--- src/hw/rtl/point_segment_distance_core_assert.svh ---
// Assertion macros shared by the point-to-segment distance RTL.
`ifndef POINT_SEGMENT_DISTANCE_CORE_ASSERT_SVH
`define POINT_SEGMENT_DISTANCE_CORE_ASSERT_SVH

// Check that a condition holds at every clock edge out of reset.
`define PSD_ASSERT_ALWAYS(lbl, clk, rstn, cond) \
    lbl: assert property (@(posedge clk) disable iff (!rstn) (cond)) \
        else $error("assertion failed");

// Check that a trigger in one cycle implies a condition in the next.
`define PSD_ASSERT_NEXT(lbl, clk, rstn, trig, cond) \
    lbl: assert property (@(posedge clk) disable iff (!rstn) (trig) |=> (cond)) \
        else $error("assertion failed");

`endif

--- src/hw/rtl/psd_pkg.sv ---
// Shared constants for the point-to-segment distance pipeline.
`default_nettype none
package psd_pkg;
    // Radicand bits consumed by one square-root cell
    localparam int unsigned RAD_STEP = 2;
    // Low bits appended to the partial root when forming the trial value
    localparam logic [RAD_STEP-1:0] TRIAL_TAIL = 2'b01;
endpackage
`default_nettype wire

--- src/hw/rtl/psd_div_cell.sv ---
// One restoring-division cell: retires one quotient bit per stage.
`default_nettype none
module psd_div_cell #(
    parameter int DW = 33,
    parameter int NW = 49
) (
    input  wire logic          aclk,
    input  wire logic          en,
    input  wire logic [DW-1:0] rem_i,
    input  wire logic [NW-1:0] dvd_i,
    input  wire logic [NW-1:0] quo_i,
    input  wire logic [DW-1:0] den_i,
    output logic      [DW-1:0] rem_o,
    output logic      [NW-1:0] dvd_o,
    output logic      [NW-1:0] quo_o,
    output logic      [DW-1:0] den_o
);
    import psd_pkg::*;

    logic [DW:0] trial;
    logic [DW:0] diff;
    logic        ge;

    // Shift in the next dividend bit and try a subtract
    assign trial = {rem_i, dvd_i[NW-1]};
    assign diff  = trial - {1'b0, den_i};
    assign ge    = (trial >= {1'b0, den_i});

    // Advance the partial remainder and quotient
    always_ff @(posedge aclk) begin
        if (en) begin
            rem_o <= ge ? diff[DW-1:0] : trial[DW-1:0];
            dvd_o <= {dvd_i[NW-2:0], 1'b0};
            quo_o <= {quo_i[NW-2:0], ge};
            den_o <= den_i;
        end
    end
endmodule
`default_nettype wire

--- config.mk ---
export PLATFORM = sky130hd
export DESIGN_NAME = psd_div_cell
export DESIGN_NICKNAME = d
export VERILOG_FILES = /design/src/hw/rtl/point_segment_distance_core_assert.svh /design/src/hw/rtl/psd_pkg.sv /design/src/hw/rtl/psd_div_cell.sv
export SDC_FILE = /design/constraint.sdc
export NUM_CORES = 1
export LEC_CHECK = 0
export BUFFER_PORTS_ARGS = -buffer_cell sky130_fd_sc_hd__buf_4
export CELL_PAD_IN_SITES_DETAIL_PLACEMENT = 1
export CELL_PAD_IN_SITES_GLOBAL_PLACEMENT = 1
export CORE_AREA = 2 2 152 154
export DETAILED_ROUTE_END_ITERATION = 7
export DIE_AREA = 0 0 154 156
export GPL_TIMING_DRIVEN = 0
export HOLD_SLACK_MARGIN = 0.03
export PLACE_DENSITY = 0.83
export SLEW_MARGIN = 40
export SYNTH_ARGS = -nofsm -noshare
export SYNTH_HDL_FRONTEND = slang
export SYNTH_SLANG_ARGS = --single-unit
--- constraint.sdc ---
create_clock -name aclk -period 2.7 [get_ports aclk]
set_input_delay 0 -clock aclk [delete_from_list [all_inputs] [get_ports aclk]]
set_output_delay 0 -clock aclk [all_outputs]
set_load 0.02 [all_outputs]
After elaboration in Yosys (flattened, before gate mapping). Cells that the tools add are included.

Bits in registers: 163. Input port bits: 166. Word-level logic and storage cells: 7.

Add/subtract/negate cells: 1. $lt $le $gt $ge: 1. Multiplexer cells: 1.

Operator list (number): >= comparator 34 x 33 -> 1 bit (1); 2-to-1 mux 33 bit (1); subtractor 33 bit (1).

Longest topological paths before layout.
Word-level depth: 2. Gate-level depth with buffers: 14. Mapped depth without buffers: 12.

Least setup slack after synthesis. No wires, ideal clock.

Kind: input-to-reg. From: input dvd_i[48]. To: register rem_o[1], data pin. Arrival time: 2.308 ns. Data required time: 2.440 ns. Setup slack: 0.132 ns. Cell stages on the path: 12. Path buffers: 1. Cell sequence: inv_1 -> ha_1 -> inv_1 -> fa_1 -> a21o_1 -> a221o_2 -> a21oi_2 -> o41a_4 -> o31ai_4 -> a41oi_2 -> buf_6 -> mux2_4.

Word-level cells in the longest chain between the ends: 2. Elaborated cells between the ends (all ways): 3. Those cells by class: add/sub (1); order compare (1); mux (1).

Ends and longest elaborated chain: from (decl) (RTL line psd_div_cell.sv:10) `input wire logic [NW-1:0] dvd_i,`; subtractor 33 bit / >= comparator 34 x 33 -> 1 bit (equally long branches) (RTL line psd_div_cell.sv:26, psd_div_cell.sv:27); 2-to-1 mux 33 bit * (RTL line psd_div_cell.sv:32) `rem_o <= ge ? diff[DW-1:0] : trial[DW-1:0];`; to (signal assigned) (RTL line psd_div_cell.sv:32); to (decl) (RTL line psd_div_cell.sv:13) `output logic [DW-1:0] rem_o,`.

Every way passes the cells marked *; elsewhere a longest branch is shown, timed or not. A chain may end at the register's enable or synchronous reset.

Worst setup path after layout.
From: input dvd_i[48]. To: register rem_o[32], data pin.

The elaborated chain is that of the path after synthesis.

==> out/qor.yml <==
cp-end-kind: "register"
antenna_found_initial: 1
place_congestion: 0.813
max_freq_mhz: 376
ys_warn_count: 0
ctsHtreeMaxLevel: 4
viasPerCell: 4.92
final-setup-viol-count: 0
layout_commonest_cell: "buf_4"
drive_above_1_share_pct: 38.3
place_area_mm2: 0.0102
ir_worst_vdd_mv: 0.386
cts_buffers: 17
synthesis.nets: 731
ys_seq_area_share_pct: 67.0
drv_slew: 0
dieArea_mm2: 0.0240
ys_seq_elements: 163
async_reset_ff_share_pct: 0
numPortBuffers: 327
crit_fanout: 4
maxCapViolCount: 0
grt_pass1_wl_mm: 43.6
arrival_ps: 2840
grt_use_total_pct: 24.5
synthCells: 531
regArea_mm2: 0.00489
clock_sink_count: 163
final_antenna_net_count: 0
whs_ps: 51.4
hold_path.class: "in2reg"
worstSetupStartpointType: "input port"
syn_area_mm2: 0.00731
syn_area_per_cell_um2: 13.8
final_util_pct: 55.8
grt_overflow: 0
fp-row-count: 55
finalInstanceArea_mm2: 0.0125
core_mm2: 0.0224
fp.dieH_um: 156
synth_edf_count: 163
cp.required_ps: 2880
final_nets: 1245
critical_path_class: "in2reg"
dr_total_vias: 6611
clockRootBuffer: "clkbuf_16"
status: "finished clean"
hold_depth: 3
p_per_area_mw_per_mm2: 602
initial_core_util_pct: 32.7
drc: 0
multiInputGateArea_mm2: 0.00220
cp-endpoint: "rem_o[32]"
crit_start: "dvd_i[48]"
drtPass1Iterations: 4
fillCellCount: 2263
period_minus_slack_ps: 2660
finalWorstSetupSlack_ps: 40.9
syn_to_final_growth_pct: 70.7
slew-limit-headroom_pct: 63.4
clk_pin_slew_ps: 70
period_share_pct: 98.5
synth_cell_types: 53
synthFlopType: "edfxtp_1"
final_cell_mix: "buf_4, edfxtp_1, dlygate4sd3_1, nand2_1, inv_1"
clockBufferDepth: 2
hpwl_mm: 19.0
cts_tree: "done"
p_leak_nw: 5.36
final_hold_viol_count: 0
finalPower_w: 0.00751
diodes: 0
wire_per_inst_um: 22.4
pin_count: 330
grt_start_max_net_pins: 73
place_worst_setup_slack_ps: -551
drt_wl_total_mm: 30.1
worst_slew_pin_slew_ps: 543
drtIter0Drc: 315
die_w_um: 154
grt_pass1_vias: 7203
==> worst min path at each step <==
stage / from / end / slack [ps]
6_report: den_i[0] / rem_o[0] / 50
5_1_grt: den_i[0] / rem_o[0] / 70
3_3_place_gp: quo_i[32] / quo_o[33] / 180
3_5_place_dp: quo_i[17] / quo_o[18] / 180
4_1_cts: den_i[0] / rem_o[0] / 50
2_1_floorplan: den_i[0] / den_o[0] / 100
==> what timing repair did <==
| item | CTS | global route |
|---|---|---|
| setup endpoints to repair | 13 | 34 |
| endpoints found under the hold margin | 187 | 0 |
| setup buffers | 0 | 3 |
| resized for setup | 3 | 9 |
| hold buffers | 163 | 0 |
| pin swaps | 0 | 3 |
==> cells by family (layout without fill, tap and decap cells) <==
kind of cell	Yosys count	after routing	share of synthesized area [%]
flops	163	163	67.0
compound gates	136	136	13.1
simple gates	109	109	6.69
buf+inv	59	586	3.71
fa+ha+maj	34	34	5.92
xor+xnor	28	28	3.35
other cells	1	1	0.0513
mux	1	1	0.205
==> where the power goes <==
group	total, W	internal (W)	switching, W
Combinational	0.00189	0.000865	0.00102
Sequential	0.00316	0.00307	0.0000925
Clock	0.00246	0.00125	0.00121
==> per-layer routing <==
layer	share of wire [%]	global-route usage, %
met1	36	25.8
met2	56	47.6
met3	5.9	6.03
met4	2.6	7.92
met5	0.030	0
==> synthesized netlist by cell type (all sizes together), types with 2 or more instances <==
master / instances / area [um2]
buf: 8 / 80.1
nand4: 3 / 18.8
a2111oi: 2 / 18.8
a21oi: 35 / 179
a221o: 2 / 21.3
nand3: 8 / 40.0
o31ai: 6 / 58.8
nand2: 58 / 218
and3: 7 / 43.8
nand2b: 4 / 25.0
inv: 43 / 161
ha: 33 / 413
edfxtp: 163 / 4890
o21bai: 8 / 60.1
o21a: 4 / 30.0
o211ai: 3 / 22.5
xor2: 12 / 105
a21boi: 3 / 22.5
a31oi: 3 / 18.8
o21ai: 45 / 293
a211oi: 4 / 30.0
a21o: 11 / 83.8
nor3: 5 / 25.0
nor2: 15 / 56.3
or3: 2 / 12.5
clkbuf: 8 / 30.0
xnor2: 16 / 140
nor4: 4 / 25.0
==> flip-flops by register name (all words and copies together) (netlist names) <==
name / count
den_o: 33
dvd_o: 48
quo_o: 49
rem_o: 33
==> final cells by class <==
cell class                      count  share of cell area, %
Inverter                           43                   1.29
Clock buffer                       18                   3.44
Timing Repair Buffer              495                   33.4
Tap cell                          285                   2.86
Multi-Input combinational cell    309                   17.6
Clock inverter                     14                   1.24
Buffer                             16                  0.892
Sequential cell                   163                   39.2
==> critical path, stage by stage <==
cell and delay [ps]:
buf_4 110, inv_1 50, ha_1 170, inv_1 60, fa_1 410, a21o_1 220, a221o_2 420, a211oi_2 360
o21ai_1 230, a21oi_2 290, o311ai_0 210, xnor2_1 200, o21ai_0 90
==> stage by stage <==
stage	TNS, ps	instances
floorplan	0	531
global placement	-14030	1143
detailed placement	-14250	1145
CTS	0	1340
global route	-74.7	1343
finish	0	1343
(Power assumes the default switching activity.)
