**config.mk**
```make
export PLATFORM = sky130hd
export DESIGN_NAME = psd_sqrt_cell
export DESIGN_NICKNAME = d
export VERILOG_FILES = /design/src/hw/rtl/point_segment_distance_core_assert.svh /design/src/hw/rtl/psd_pkg.sv /design/src/hw/rtl/psd_sqrt_cell.sv
export SDC_FILE = /design/constraint.sdc
export NUM_CORES = 1
export LEC_CHECK = 0
export BUFFER_PORTS_ARGS = -buffer_cell sky130_fd_sc_hd__buf_2
export CAP_MARGIN = 20
export CORE_UTILIZATION = 44
export DETAILED_ROUTE_END_ITERATION = 8
export PLACE_DENSITY = 0.82
export SYNTH_ARGS = -nofsm -noshare
export SYNTH_HDL_FRONTEND = slang
export SYNTH_SLANG_ARGS = --single-unit
export TNS_END_PERCENT = 5
```
**constraint.sdc**
```tcl
create_clock -name aclk -period 4.06 [get_ports aclk]
set_input_delay 0.406 -clock aclk [delete_from_list [all_inputs] [get_ports aclk]]
set_output_delay 0.406 -clock aclk [all_outputs]
set_load 0.01 [all_outputs]
```
**src/hw/rtl/point_segment_distance_core_assert.svh**
```systemverilog
// Assertion macros shared by the point-to-segment distance RTL.
`ifndef POINT_SEGMENT_DISTANCE_CORE_ASSERT_SVH
`define POINT_SEGMENT_DISTANCE_CORE_ASSERT_SVH

// Check that a condition holds at every clock edge out of reset.
`define PSD_ASSERT_ALWAYS(lbl, clk, rstn, cond) \
    lbl: assert property (@(posedge clk) disable iff (!rstn) (cond)) \
        else $error("assertion failed");

// Check that a trigger in one cycle implies a condition in the next.
`define PSD_ASSERT_NEXT(lbl, clk, rstn, trig, cond) \
    lbl: assert property (@(posedge clk) disable iff (!rstn) (trig) |=> (cond)) \
        else $error("assertion failed");

`endif

```
**src/hw/rtl/psd_pkg.sv**
```systemverilog
// Shared constants for the point-to-segment distance pipeline.
`default_nettype none
package psd_pkg;
    // Radicand bits consumed by one square-root cell
    localparam int unsigned RAD_STEP = 2;
    // Low bits appended to the partial root when forming the trial value
    localparam logic [RAD_STEP-1:0] TRIAL_TAIL = 2'b01;
endpackage
`default_nettype wire

```
**src/hw/rtl/psd_sqrt_cell.sv**
```systemverilog
// One restoring square-root cell: retires one root bit per stage.
`default_nettype none
module psd_sqrt_cell #(
    parameter int RW = 17
) (
    input  wire logic                         aclk,
    input  wire logic                         en,
    input  wire logic [psd_pkg::RAD_STEP*RW-1:0] rad_i,
    input  wire logic [RW+1:0]                rem_i,
    input  wire logic [RW-1:0]                root_i,
    output logic      [psd_pkg::RAD_STEP*RW-1:0] rad_o,
    output logic      [RW+1:0]                rem_o,
    output logic      [RW-1:0]                root_o
);
    import psd_pkg::*;

    localparam int RADW = RAD_STEP * RW;

    logic [RW+3:0] rem2;
    logic [RW+3:0] trial;
    logic [RW+3:0] diff;
    logic          ge;

    // Bring down two radicand bits and compare with 4*root+1
    assign rem2  = {rem_i, rad_i[RADW-1 -: RAD_STEP]};
    assign trial = {2'b00, root_i, TRIAL_TAIL};
    assign diff  = rem2 - trial;
    assign ge    = (rem2 >= trial);

    // Advance remainder and root
    always_ff @(posedge aclk) begin
        if (en) begin
            rem_o  <= ge ? diff[RW+1:0] : rem2[RW+1:0];
            root_o <= {root_i[RW-2:0], ge};
            rad_o  <= {rad_i[RADW-RAD_STEP-1:0], {RAD_STEP{1'b0}}};
        end
    end
endmodule
`default_nettype wire

```
# ---- Word-level counts from Yosys, hierarchy flattened
# Cells that the tools add are included.
# W data, S select, Z words.
dict set report totals {
  regBits 68
  ram_bits 0
  out_inout_bits 70
  latch_bits 0
  romBits 0
  memories 0
}
dict set report classes {
  multipliers 0
  n_lt_le_gt_ge 1
  bitwise_logic 0
  n_eq_ne 0
  n_mux 1
  shifts 0
  add_sub_neg 1
  div_mod_pow 0
  reduce_logical 0
}
# cell n
set op_table {}
lappend op_table {{$ge A21 B19 Y1} 1}
lappend op_table {{$mux W19} 1}
lappend op_table {{$sub A19 B19 Y19} 1}

# ---- Longest topological paths before layout
dict set report depth {
  word_depth 2
  depth_mapped 10
  mapped_depth_nobuf 8
}

# ---- Least setup slack after synthesis
# Ideal clock, no wire load.
dict set report synth_path {
  path_kind {input-to-reg}
  from {input port root_i[12]}
  to {register rem_o[10] (data pin)}
  arrival_time_ps 2197
  stages 10
  slack_ps 1602
  setup_ps 260
  cell_sequence {inv_1 ha_1 buf_6 and4_4 nand3_2 or4_1 nand3_1 a21oi_2 buf_6 mux2_4}
}
dict set report synth_between {
  elab_chain_cells 2
}
# element line_no
set synth_lines {}
lappend synth_lines {{from (decl)} psd_sqrt_cell.sv:10} ;# input wire logic [RW-1:0] root_i,
lappend synth_lines {{$ge A21 B19 Y1} psd_sqrt_cell.sv:28} ;# assign ge = (rem2 >= trial);
lappend synth_lines {{$mux W19} psd_sqrt_cell.sv:33} ;# rem_o <= ge ? diff[RW+1:0] : rem2[RW+1:0];
lappend synth_lines {{to (signal assigned)} psd_sqrt_cell.sv:33}
lappend synth_lines {{to (decl)} psd_sqrt_cell.sv:12} ;# output logic [RW+1:0] rem_o,
# Every way passes these cells.
# A chain may end at the register's enable or synchronous reset.

# ---- Final worst setup path
dict set report layout_path {
  from {input port root_i[11]}
  to {register rem_o[16] (data pin)}
}
dict set report layout_between {
  elab_chain_cells 2
  word_cells_on_any_way 3
  classes_between {add/sub: 1; order compare: 1; mux: 1}
}
# element line_no
set layout_lines {}
lappend layout_lines {{$sub A19 B19 Y19 / $ge A21 B19 Y1 (equally long branches)} {psd_sqrt_cell.sv:27, psd_sqrt_cell.sv:28}}
lappend layout_lines {{$mux W19 (*)} psd_sqrt_cell.sv:33}
# Every way passes the cells marked *; elsewhere a longest branch is shown, timed or not.

==> summary.md <==
## Critical path
* kind of cell with the highest combined delay on the critical path: simple AND/OR/NAND/NOR gates
* CP peak stage delay: 0.51 ns
* critical path's slowest cell: sky130_fd_sc_hd__or4_1
* element type at the critical path start: input port
* required time worst endpoint: 4.15 ns
* worst path bufs/invs: 3
* critical path arrival: 2.54 ns
* maximum fanout count along the critical path: 12
* endpoint class of the critical path: flop
* cell-by-cell trace of the critical path: buf_2 > inv_1 > ha_1 > and4_4 > nand3_2 > or4_1 > nand3_1 > a21oi_2 > buf_4 > mux2_4
* CP Class: input port to flop

## Synthesis
* post-synthesis instance area: 0.00344 mm2
* area leader, netlist: sky130_fd_sc_hd__edfxtp_1
* Post-synth ARST share: 0%
* number of storage elements in the synthesis netlist: 68
* mean cell area of the mapped netlist: 13.2 um2
* post-synth top area share: 59.3%
* most frequent cell after synthesis: sky130_fd_sc_hd__edfxtp_1
* post-synthesis cell type count: 43
* synth top area cells: sky130_fd_sc_hd__edfxtp_1, sky130_fd_sc_hd__ha_1, sky130_fd_sc_hd__mux2_4, sky130_fd_sc_hd__inv_1, sky130_fd_sc_hd__a21oi_1
* gate count after technology mapping: 261
* warnings from Yosys: 0
* top_reg_cell synth: sky130_fd_sc_hd__edfxtp_1
* sequential-to-total area share from yosys stat: 59.3%
* Post-synth EDFFs: 68
* most instantiated cells after synthesis: sky130_fd_sc_hd__edfxtp_1, sky130_fd_sc_hd__inv_1, sky130_fd_sc_hd__a21oi_1

## Route
* average vias per placed instance: 4.97
* number of remaining DRC errors: 0
* detailed-route wire length on metal 1: 3060 um
* overall via count from detail_route: 2520
* drt first-iter violations: 90
* antenna-violating nets left: 0
* WL/cell: 14.4 um
* routed length on met3: 450 um
* Routed WL: 7300 um
* DR WL met2: 3740 um
* Initial DRT Pass Iterations: 4
* topmost layer with routed signal wires: met4

## Timing
* period utilisation layout: 60.3%
* Fmax: 0.408 GHz
* Slew @ Worst Pin: 0.741 ns
* setup total negative slack: 0 ns
* RSZ-0062 raised after global routing: no
* post-layout minimum cycle time: 2.45 ns
* worst slew margin relative to its limit: 50.6%
* total count of max-transition violations in the final report: 0
* final setup fails: 0
* final hold violation count: 0

## Place
* estimated wirelength of the detail-placed design: 5690 um
* RD Place Congestion: 0.856
* Cells after DPL: 492
* IO Port Bufs: 139
* Post-Place Cell Area: 0.00421 mm2

## Die
* count of boundary I/O pins: 142
* Die Height: 90.5 um
* Horiz. Die Dim: 90.5 um
* effective utilization at floorplan: 46.5%
* area of the die: 0.00819 mm2
* area of the core region: 0.00741 mm2
* std cell rows: 31

## Global routing
* number of global-route vias before repair: 2353
* wire length of the first global-routing pass: 11200 um
* antenna violations before repair: 0
* all-layer global routing usage: 17.9%
* aggregate global routing overflow: 0
* pin count of the biggest net entering global routing: 38

## Power and ir drop
* internal cell power: 1320 uW
* Pwr Density: 409 mW/mm2
* switching fraction of total power: 26.4%
* cell leakage power: 0.00194 uW
* sequential share of power: 48.7%
* worst supply voltage drop on vdd: 160 uV
* reported net switching power: 475 uW
* relative contribution of combinational cells to total power: 21.5%
* share of total power in the clock network: 29.8%

## Finish
* final design area excluding fillers: 0.00440 mm2
* Final Core Density: 59.3%
* final net count: 495
* Post-Layout Cell Count: 507
* Synth-to-Final Area Change: 27.6%
* fraction of layout cells with a size suffix above 1: 43.6%
* antenna diode count: 0
* number of filler cells placed in the layout: 618

## Worst hold path
* number of cells on the worst hold path: 1
* Hold Crit Start: rad_i[2]
* worst hold endpoint: rad_o[4]$_DFFE_PP_
* class of the most critical hold timing path: input port to flop

## Job
* MaxCap Viol Count: 0

## Clocking
* clock sinks: 68
* largest buffer count on any clock path: 2
* number of CTS-inserted buffers: 9
* Resized Gates After CTS: 0
* number of buffers added to fix hold violations after cts: 0
* clock-pin transition on the worst setup and hold timing paths: 0.08 ns
* number of H-tree branching levels: 3
* clock tree from TritonCTS: built
* clock root buffer: sky130_fd_sc_hd__clkbuf_8
* setup bufs post-CTS: 0

## Run status
* result of the run: finished, final reports clean

[power by group through the flow]
stage               Combinational, uW  Sequential (uW)  Clock [uW]
global placement                  380              889           0
global route                      425              881         571
detailed placement                391              891           0
floorplan                         201              934           0
finish                            387              875         537
CTS                               391              876         551
[flip-flops by register name, indices dropped and copies added, names as in the netlist]
signal  count
rem_o      19
root_o     17
rad_o      32
[stage by stage]
step	total power, uW	worst slack, ns	hold WS (ns)
6_report	1800	1.61	0.232
5_1_grt	1880	1.52	0.215
3_3_place_gp	1270	1.33	0.583
4_1_cts	1820	1.64	0.216
3_5_place_dp	1280	1.27	0.584
2_1_floorplan	1140	1.60	0.505
[cell families (layout without fill, tap and decap cells)]
group,Yosys count,count (layout),synth area share (%)
AOI/OAI and AO/OA,55,55,10.1
xor gates and xnor gates,15,15,3.81
adders and majority gates,19,19,6.90
buffers and inverters,38,184,5.38
DFF,68,68,59.3
muxes,19,19,7.59
other,1,2,0.109
and+or+nand+nor,46,46,6.87
[per-layer routing]
layer	track usage, %	vias up
li1	-	1245
met1	20.6	1166
met2	31.5	104
met3	5.98	5
met4	5.38	0
met5	0	-
[how the worst max path moves through the flow]
stage                     from                   to  slack (ns)  depth (start not counted)
detailed placement  root_i[11]  rem_o[16]$_DFFE_PP_        1.27                         10
CTS                 root_i[11]  rem_o[16]$_DFFE_PP_        1.64                         10
finish              root_i[11]  rem_o[16]$_DFFE_PP_        1.61                         10
global placement    root_i[11]   rem_o[6]$_DFFE_PP_        1.33                         10
floorplan           root_i[12]  rem_o[10]$_DFFE_PP_        1.60                         10
global route        root_i[11]  rem_o[16]$_DFFE_PP_        1.52                         10
[layout make-up]
cell class              count  area [um2]  share of cell area, %
multi-input cells         156        1220                   27.8
clock buffers               9         124                   2.82
inverters                  27         101                   2.31
repair buffers            142         718                   16.3
flip-flops and latches     68        2040                   46.4
well taps                  99         124                   2.82
clock inverters             6        66.3                   1.51
[layout by cell type, fill, tap and decap left out, types with 2 or more instances in the layout]
| cell type | n |
|---|---|
| sky130_fd_sc_hd__mux2_4 | 14 |
| sky130_fd_sc_hd__a211oi_1 | 2 |
| sky130_fd_sc_hd__nor2_1 | 9 |
| sky130_fd_sc_hd__xnor2_1 | 8 |
| sky130_fd_sc_hd__buf_4 | 3 |
| sky130_fd_sc_hd__edfxtp_1 | 68 |
| sky130_fd_sc_hd__ha_1 | 19 |
| sky130_fd_sc_hd__mux2i_1 | 4 |
| sky130_fd_sc_hd__o311ai_0 | 2 |
| sky130_fd_sc_hd__nand2_1 | 14 |
| sky130_fd_sc_hd__clkbuf_8 | 9 |
| sky130_fd_sc_hd__o21ai_1 | 2 |
| sky130_fd_sc_hd__nor2b_1 | 2 |
| sky130_fd_sc_hd__o21a_1 | 4 |
| sky130_fd_sc_hd__nor3_1 | 3 |
| sky130_fd_sc_hd__buf_2 | 139 |
| sky130_fd_sc_hd__a31oi_1 | 3 |
| sky130_fd_sc_hd__o2111ai_1 | 3 |
| sky130_fd_sc_hd__nand3_1 | 3 |
| sky130_fd_sc_hd__clkinvlp_4 | 3 |
| sky130_fd_sc_hd__a21oi_1 | 20 |
| sky130_fd_sc_hd__o211ai_1 | 3 |
| sky130_fd_sc_hd__o21ai_0 | 9 |
| sky130_fd_sc_hd__nand2b_1 | 3 |
| sky130_fd_sc_hd__nand4_1 | 5 |
| sky130_fd_sc_hd__conb_1 | 2 |
| sky130_fd_sc_hd__xor2_1 | 7 |
| sky130_fd_sc_hd__inv_1 | 27 |
No activity file was read; power rests on OpenSTA's default activity.
